### config.mk
export PLATFORM = sky130hd
export DESIGN_NAME = reciprocal_frequency_seven_segment
export DESIGN_NICKNAME = d
export VERILOG_FILES = /design/src/design/rfss_pkg.sv /design/src/design/reciprocal_frequency_seven_segment.sv
export SDC_FILE = /design/constraint.sdc
export NUM_CORES = 2
export LEC_CHECK = 0
export ABC_AREA = 1
export BUFFER_PORTS_ARGS = -buffer_cell sky130_fd_sc_hd__buf_2
export CORE_MARGIN = 2
export CORE_UTILIZATION = 40
export CTS_CLUSTER_DIAMETER = 50
export CTS_CLUSTER_SIZE = 10
export DETAILED_ROUTE_END_ITERATION = 8
export PLACE_DENSITY_LB_ADDON = 0.12
export SYNTH_ARGS = -nofsm -noshare
export SYNTH_HDL_FRONTEND = slang
export SYNTH_SLANG_ARGS = --single-unit
### constraint.sdc
create_clock -name clk -period 22.5 [get_ports clk]
set_clock_uncertainty 0.15 [all_clocks]
set_input_delay 4.5 -clock clk [delete_from_list [all_inputs] [get_ports clk]]
set_output_delay 4.5 -clock clk [all_outputs]
set_load 0.02 [all_outputs]
### src/design/rfss_pkg.sv
// Package for the reciprocal frequency seven-segment block: field widths,
// register reset values, register indexes and the segment decoder.
// No dependencies.
`default_nettype none

package rfss_pkg;

  localparam int DIVIDEND_W = 27;
  localparam int COUNT_W    = 16;
  localparam int FREQ_W     = 14;
  localparam int SEG_W      = 8;
  localparam int SEL_W      = 4;
  localparam int DIGIT_W    = 4;
  localparam int CFG_W      = DIVIDEND_W;
  localparam int IN_DATA_W  = 16;
  localparam int OUT_DATA_W = 32;

  localparam int DIGIT_COUNT_DEFAULT = 4;
  localparam int DIGIT_MAX           = 4;

  localparam logic [DIVIDEND_W-1:0] DIVIDEND_RESET = DIVIDEND_W'(100000000);
  localparam logic [COUNT_W-1:0]    MINIMUM_RESET  = COUNT_W'(10000);

  typedef enum logic [0:0] {
    CFG_DIVIDEND = 1'b0,
    CFG_MINIMUM  = 1'b1
  } cfg_index_t;

  function automatic int pow10(input int n);
    int p;
    p = 1;
    for (int i = 0; i < n; i++) begin
      p = p * 10;
    end
    return p;
  endfunction

  // Common-cathode pattern, with segments 3-6 moved up one bit for the port.
  function automatic logic [SEG_W-1:0] seg_port(input logic [DIGIT_W-1:0] d);
    logic [6:0] pat;
    unique case (d)
      4'd0:    pat = 7'h3F;
      4'd1:    pat = 7'h06;
      4'd2:    pat = 7'h5B;
      4'd3:    pat = 7'h4F;
      4'd4:    pat = 7'h66;
      4'd5:    pat = 7'h6D;
      4'd6:    pat = 7'h7D;
      4'd7:    pat = 7'h07;
      4'd8:    pat = 7'h7F;
      4'd9:    pat = 7'h6F;
      default: pat = 7'h00;
    endcase
    return {pat[6:3], 1'b0, pat[2:0]};
  endfunction

endpackage

`default_nettype wire

### src/design/reciprocal_frequency_seven_segment.sv
// Top level of the reciprocal frequency counter with seven-segment output.
// Depends on rfss_pkg for widths, reset values and the segment decoder.
//
// Usage:
//   Slave stream: s_tdata[15:0] is the captured period count, s_tuser is the
//   capture flag. Each accepted word yields DIGIT_COUNT (at most four) master
//   words, most significant digit first, with m_tlast on the units digit.
//   The shown frequency is frequency_dividend / period_count, saturated to
//   the largest value the digits hold, and zero without a capture or for a
//   period below the configured minimum.
//   Pipeline: input register, saturation check, a restoring divider that
//   settles two quotient bits per stage, a frequency stage, one stage per
//   decimal digit and an output serializer.
//   Throughput: a slave word can enter every cycle while the pipeline has
//   room; sustained, the rate is set by the single master channel that
//   carries one word per digit.
//   Stalls: when the master side stalls, the whole pipeline holds and
//   s_tready drops once the last stage is full; nothing is lost or repeated.
//   Reset clears all valid bits and loads the register defaults.
`default_nettype none

module reciprocal_frequency_seven_segment
  import rfss_pkg::*;
#(
  parameter int DIGIT_COUNT = DIGIT_COUNT_DEFAULT
) (
  input  wire logic                  clk,
  input  wire logic                  rst,
  input  wire logic                  cfg_we,
  input  wire logic [0:0]            cfg_index,
  input  wire logic [CFG_W-1:0]      cfg_data,
  input  wire logic                  s_tvalid,
  output logic                       s_tready,
  // s_tdata: period_count [15:0]
  input  wire logic [IN_DATA_W-1:0]  s_tdata,
  // s_tuser: capture_seen [0]
  input  wire logic                  s_tuser,
  output logic                       m_tvalid,
  input  wire logic                  m_tready,
  // m_tdata: segment_port_byte [7:0], digit_enable [11:8],
  //          shown_frequency [25:12], zero fill [31:26]
  output logic [OUT_DATA_W-1:0]      m_tdata,
  output logic                       m_tlast
);

  localparam int DIGITS = (DIGIT_COUNT > DIGIT_MAX) ? DIGIT_MAX :
                          ((DIGIT_COUNT < 1) ? 1 : DIGIT_COUNT);
  localparam int SPAN   = pow10(DIGITS);
  localparam int LIMIT  = SPAN - 1;
  localparam int QW     = $clog2(SPAN);
  localparam int CW     = (DIVIDEND_W > COUNT_W + QW) ? DIVIDEND_W : COUNT_W + QW;
  localparam int STEPS  = 2;
  localparam int NSTG   = (QW + STEPS - 1) / STEPS;
  localparam int IW     = (DIGITS > 1) ? $clog2(DIGITS) : 1;
  localparam int DV_W   = DIGITS * DIGIT_W;

  // Configuration registers.
  logic [DIVIDEND_W-1:0] frequency_dividend;
  logic [COUNT_W-1:0]    minimum_period_count;

  always_ff @(posedge clk) begin
    if (rst) begin
      frequency_dividend   <= DIVIDEND_RESET;
      minimum_period_count <= MINIMUM_RESET;
    end else if (cfg_we) begin
      unique case (cfg_index_t'(cfg_index))
        CFG_DIVIDEND: frequency_dividend   <= cfg_data[DIVIDEND_W-1:0];
        CFG_MINIMUM:  minimum_period_count <= cfg_data[COUNT_W-1:0];
        default: ;
      endcase
    end
  end

  logic en;
  logic load_ok;

  // Stage 1: input register and the saturation product.
  logic                  v1;
  logic [COUNT_W-1:0]    cnt1;
  logic [DIVIDEND_W-1:0] dvd1;
  logic                  zero1;
  logic [CW-1:0]         prod1;
  logic [COUNT_W-1:0]    in_count;

  assign in_count = s_tdata[COUNT_W-1:0];

  always_ff @(posedge clk) begin
    if (rst) begin
      v1 <= 1'b0;
    end else if (en) begin
      v1 <= s_tvalid;
    end
    if (en) begin
      cnt1  <= in_count;
      dvd1  <= frequency_dividend;
      zero1 <= !(s_tuser && (in_count != '0) && (in_count >= minimum_period_count));
      prod1 <= CW'(in_count) * CW'(SPAN);
    end
  end

  // Stage 2 and divider stages. Index 0 is the saturation check stage.
  logic              v_p   [0:NSTG];
  logic [CW-1:0]     rem_p [0:NSTG];
  logic [QW-1:0]     quo_p [0:NSTG];
  logic [COUNT_W-1:0] cnt_p [0:NSTG];
  logic              zero_p[0:NSTG];
  logic              sat_p [0:NSTG];

  always_ff @(posedge clk) begin
    if (rst) begin
      v_p[0] <= 1'b0;
    end else if (en) begin
      v_p[0] <= v1;
    end
    if (en) begin
      rem_p[0]  <= CW'(dvd1);
      quo_p[0]  <= '0;
      cnt_p[0]  <= cnt1;
      zero_p[0] <= zero1;
      // A quotient that reaches SPAN saturates, so QW quotient bits suffice.
      sat_p[0]  <= (CW'(dvd1) >= prod1);
    end
  end

  for (genvar s = 1; s <= NSTG; s++) begin : g_div
    logic [CW-1:0] rem_next;
    logic [QW-1:0] quo_next;

    always_comb begin
      logic [CW-1:0] sub;
      int            k;
      rem_next = rem_p[s-1];
      quo_next = quo_p[s-1];
      sub      = '0;
      for (int j = 0; j < STEPS; j++) begin
        k = QW - 1 - ((s - 1) * STEPS + j);
        if (k >= 0) begin
          sub = CW'(cnt_p[s-1]) << k;
          if (rem_next >= sub) begin
            rem_next    = rem_next - sub;
            quo_next[k] = 1'b1;
          end
        end
      end
    end

    always_ff @(posedge clk) begin
      if (rst) begin
        v_p[s] <= 1'b0;
      end else if (en) begin
        v_p[s] <= v_p[s-1];
      end
      if (en) begin
        rem_p[s]  <= rem_next;
        quo_p[s]  <= quo_next;
        cnt_p[s]  <= cnt_p[s-1];
        zero_p[s] <= zero_p[s-1];
        sat_p[s]  <= sat_p[s-1];
      end
    end
  end

  // Frequency stage and one stage per decimal digit.
  logic            v_d   [0:DIGITS];
  logic [QW-1:0]   freq_d[0:DIGITS];
  logic [QW-1:0]   rest_d[0:DIGITS];
  logic [DV_W-1:0] dig_d [0:DIGITS];
  logic [QW-1:0]   freq_sel;

  always_comb begin
    if (zero_p[NSTG]) begin
      freq_sel = '0;
    end else if (sat_p[NSTG]) begin
      freq_sel = QW'(LIMIT);
    end else begin
      freq_sel = quo_p[NSTG];
    end
  end

  always_ff @(posedge clk) begin
    if (rst) begin
      v_d[0] <= 1'b0;
    end else if (en) begin
      v_d[0] <= v_p[NSTG];
    end
    if (en) begin
      freq_d[0] <= freq_sel;
      rest_d[0] <= freq_sel;
      dig_d[0]  <= '0;
    end
  end

  for (genvar d = 1; d <= DIGITS; d++) begin : g_dig
    localparam int WEIGHT = pow10(DIGITS - d);
    logic [QW-1:0]      rest_next;
    logic [DIGIT_W-1:0] digit;
    logic [DV_W-1:0]    dig_next;

    // The remainder is below ten times the weight, so four steps give 0..9.
    always_comb begin
      logic [QW+DIGIT_W-1:0] r;
      logic [QW+DIGIT_W-1:0] w;
      r     = (QW + DIGIT_W)'(rest_d[d-1]);
      digit = '0;
      for (int b = DIGIT_W - 1; b >= 0; b--) begin
        w = (QW + DIGIT_W)'(WEIGHT) << b;
        if (r >= w) begin
          r        = r - w;
          digit[b] = 1'b1;
        end
      end
      rest_next = r[QW-1:0];
      dig_next  = dig_d[d-1];
      dig_next[(d-1)*DIGIT_W +: DIGIT_W] = digit;
    end

    always_ff @(posedge clk) begin
      if (rst) begin
        v_d[d] <= 1'b0;
      end else if (en) begin
        v_d[d] <= v_d[d-1];
      end
      if (en) begin
        freq_d[d] <= freq_d[d-1];
        rest_d[d] <= rest_next;
        dig_d[d]  <= dig_next;
      end
    end
  end

  // Output serializer: one master word per digit.
  logic            ser_valid;
  logic [IW-1:0]   idx;
  logic [QW-1:0]   ser_freq;
  logic [DV_W-1:0] ser_dig;
  logic            ser_last;

  assign ser_last = (idx == IW'(DIGITS - 1));
  assign load_ok  = !ser_valid || (m_tready && ser_last);
  assign en       = !v_d[DIGITS] || load_ok;
  assign s_tready = en;

  always_ff @(posedge clk) begin
    if (rst) begin
      ser_valid <= 1'b0;
      idx       <= '0;
    end else if (load_ok) begin
      ser_valid <= v_d[DIGITS];
      idx       <= '0;
    end else if (m_tready) begin
      idx <= idx + 1'b1;
    end
    if (load_ok) begin
      ser_freq <= freq_d[DIGITS];
      ser_dig  <= dig_d[DIGITS];
    end
  end

  logic [DIGIT_W-1:0] cur_digit;
  logic [SEL_W-1:0]   cur_sel;

  assign cur_digit = ser_dig[idx*DIGIT_W +: DIGIT_W];
  assign cur_sel   = SEL_W'(1) << idx;

  assign m_tvalid = ser_valid;
  assign m_tlast  = ser_last;
  assign m_tdata  = {(OUT_DATA_W - SEG_W - SEL_W - FREQ_W)'(0), FREQ_W'(ser_freq),
                     cur_sel, seg_port(cur_digit)};

endmodule

`default_nettype wire
==> results.sh <==
export IMPL_crit_path_start_kind="input port"
export IMPL_drive_above_1_share_pct=8.24
export IMPL_synth_most_common_cell="nand2_1"
export IMPL_start_util_pct=40.4
export IMPL_postSynth_asyncResetShare_pct=0
export IMPL_power_density_nw_per_um2=164
export IMPL_drt_iter0_drc=2263
export IMPL_area_growth_pct=11.1
export IMPL_first_global_vias=33000
export IMPL_worstMarginPinSlew_ps=1100
export IMPL_wirelength_um=114000
export IMPL_die_width_um=344
export IMPL_core_area_sq_um=115000
export IMPL_required_ps=17850
export IMPL_reg2regPathDepth=26
export IMPL_path_max_fanout=94
export IMPL_synth_top_cell_area_share_pct=41.9
export IMPL_die_h_um=344
export IMPL_clkLatencyLatePin_ps=710
export IMPL_crit_arrival_ps=6270
export IMPL_ctsHoldBuffers=0
export IMPL_synth_cell_area_sq_um=46300
export IMPL_finalHoldViolCount=0
export IMPL_period_share_pct=48.5
export IMPL_ir_drop_v=0.000122
export IMPL_grt_pass1_wl_um=178000
export IMPL_rr_startpoint="cnt_p[2][1]$_DFFE_PN_"
export IMPL_grt_total_usage_pct=19.1
export IMPL_fin_tns_setup_ps=0
export IMPL_synthCells=5293
export IMPL_yosysTopAreaCell="edfxtp_1"
export IMPL_ys_warn_count=0
export IMPL_fp_row_count=124
export IMPL_synth_main_ff_cell="edfxtp_1"
export IMPL_synth_common_cells="nand2_1, inv_1, edfxtp_1"
export IMPL_final_nets=5870
export IMPL_fin_area_sq_um=51400
export IMPL_holdCritStartpoint="rem_p[1][5]$_DFFE_PN_"
export IMPL_min_path_cells=0
export IMPL_clock_path_buffers=3
export IMPL_numCtsBuffers=102
export IMPL_antenna_left=0
export IMPL_period_needed_ps=10920
export IMPL_cts_tree="built"
export IMPL_avgSynthCellArea_sq_um=8.75
export IMPL_htreeDepth=3
export IMPL_status="complete, no violations"
export IMPL_dpl_instance_area_sq_um=48200
export IMPL_antenna_found_initial=2
export IMPL_p_leak_nw=23.1
export IMPL_cap_violations=0
export IMPL_postCtsSetupRepairBufs=0
export IMPL_wire_per_inst_um=16.3
export IMPL_dpl_hpwl_um=88900
export IMPL_final_setup_viol_count=0
export IMPL_hold_end="rem_p[2][5]$_DFFE_PN_"
export IMPL_r2r_slack_ps=14270
export IMPL_rsz0062_at_grt="false"
export IMPL_antenna_cells=0
export IMPL_synth_cell_types=76
export IMPL_critical_path_class="in -> out"
export IMPL_vias_per_cell=5.02
export IMPL_drv_slew=0
export IMPL_synth_seq_cells=693
export IMPL_numClockSinks=693
export IMPL_r2r_end="rem_p[3][22]$_DFFE_PN_"
export IMPL_io_buffers=77
export IMPL_num_io_pins=85
export IMPL_fmax_mhz=91.6
export IMPL_cts_root_buf="clkbuf_16"
export IMPL_grt_overflow=0
export IMPL_yosysSeqAreaShare_pct=43.9
export IMPL_gp_congestion=0.880
export IMPL_grt_max_degree=183
export IMPL_synthTopCellsByArea="edfxtp_1, ha_1, nand2_1, inv_1, o21ai_0"
export IMPL_drtPass1Iterations=5
export IMPL_worst_setup_path_end_kind="output port"
export IMPL_path_clk_slew_ps=60
export IMPL_relSlewSlack_pct=26.9
export IMPL_vias=35100
export IMPL_worst_hold_path_type="reg -> reg"
export IMPL_cts_resized=0
export IMPL_synth_edf_count=646
export IMPL_drc_errors=0
export IMPL_die_area_sq_um=118000
==> cell families after synthesis <==
family / Yosys count / synth area share [%]
simple gates: 2182 / 21.0
other cells: 1 / 0.00810
flops: 693 / 43.9
fa+ha+maj: 415 / 12.0
buf+inv: 873 / 7.47
xor+xnor: 287 / 5.46
compound gates: 842 / 10.1
==> placed cells by master (no fill, tap or decap), drive strengths merged, types with 25 or more instances in the layout <==
cell	instances
nor3	49
ha	367
o21ai	380
nand4	89
fa	48
inv	801
nand3	304
nor4	25
nor2	464
xnor2	122
clkbuf	126
dfxtp	47
or2	25
buf	86
nand2	1200
edfxtp	646
xor2	165
a21oi	316
==> critical path, stage by stage <==
cell and delay, ps:
buf_2 100, nand2_1 80, nand2_1 70, buf_4 390, nor2_1 210, inv_8 470, buf_2 290
==> layout make-up <==
type	count	area (sq um)
clock inverters	46	502
multi-input cells	3733	22500
clock buffers	126	2720
inverters	789	2980
well taps	1512	1890
flip-flops and latches	693	20300
fillers	11300	63100
repair buffers	86	478
==> sequential cells by signal, indices dropped and copies added (netlist names), 8 cells and up <==
register              cells
cnt1                     16
quo_p                    56
sat_p                     8
rem_p                   207
zero_p                    8
ser_dig                  16
minimum_period_count     16
dvd1                     27
rest_d                   39
freq_d                   67
frequency_dividend       27
v_p                       8
prod1                    22
ser_freq                 14
cnt_p                   112
dig_d                    40
==> stage by stage <==
| stage | hold WS [ps] | setup WS, ps | std cells | util (%) | power [mW] |
|---|---|---|---|---|---|
| floorplan | 250 | 750 | 5299 | - | 5.84 |
| finish | 250 | 11590 | 6985 | 44.9 | 8.44 |
| detailed placement | 255 | 11550 | 6813 | 42.1 | 6.95 |
| global route | 257 | 11420 | 6985 | 44.9 | 9.25 |
| global placement | 251 | 11600 | 6813 | 42.1 | 6.93 |
| CTS | 241 | 11560 | 6985 | 44.9 | 8.51 |
==> how the worst max path moves through the flow <==
| stage | start | to | slack (ps) | cells past startpoint |
|---|---|---|---|---|
| 3_5_place_dp | m_tready | s_tready | 11550 | 7 |
| 2_1_floorplan | m_tready | s_tready | 750 | 4 |
| 5_1_grt | m_tready | s_tready | 11420 | 7 |
| 4_1_cts | m_tready | s_tready | 11560 | 7 |
| 6_report | m_tready | s_tready | 11590 | 7 |
| 3_3_place_gp | m_tready | s_tready | 11600 | 7 |
==> where the power goes <==
part           total, mW  leakage [nW]  internal [mW]  switching [mW]
combinational       4.79          14.3           1.71            3.08
clock               1.50          1.54          0.908           0.597
sequential          2.15          7.24           1.93           0.220
total               8.44          23.1           4.54            3.90
==> layer usage <==
metal	GRT usage, %	wire length [um]	up-vias
met2	31.9	53800	556
li1	-	-	18000
met1	25.5	52600	16400
met4	5.69	3000	0
met3	2.85	4180	159
met5	0	0	-
(Power assumes the default switching activity.)
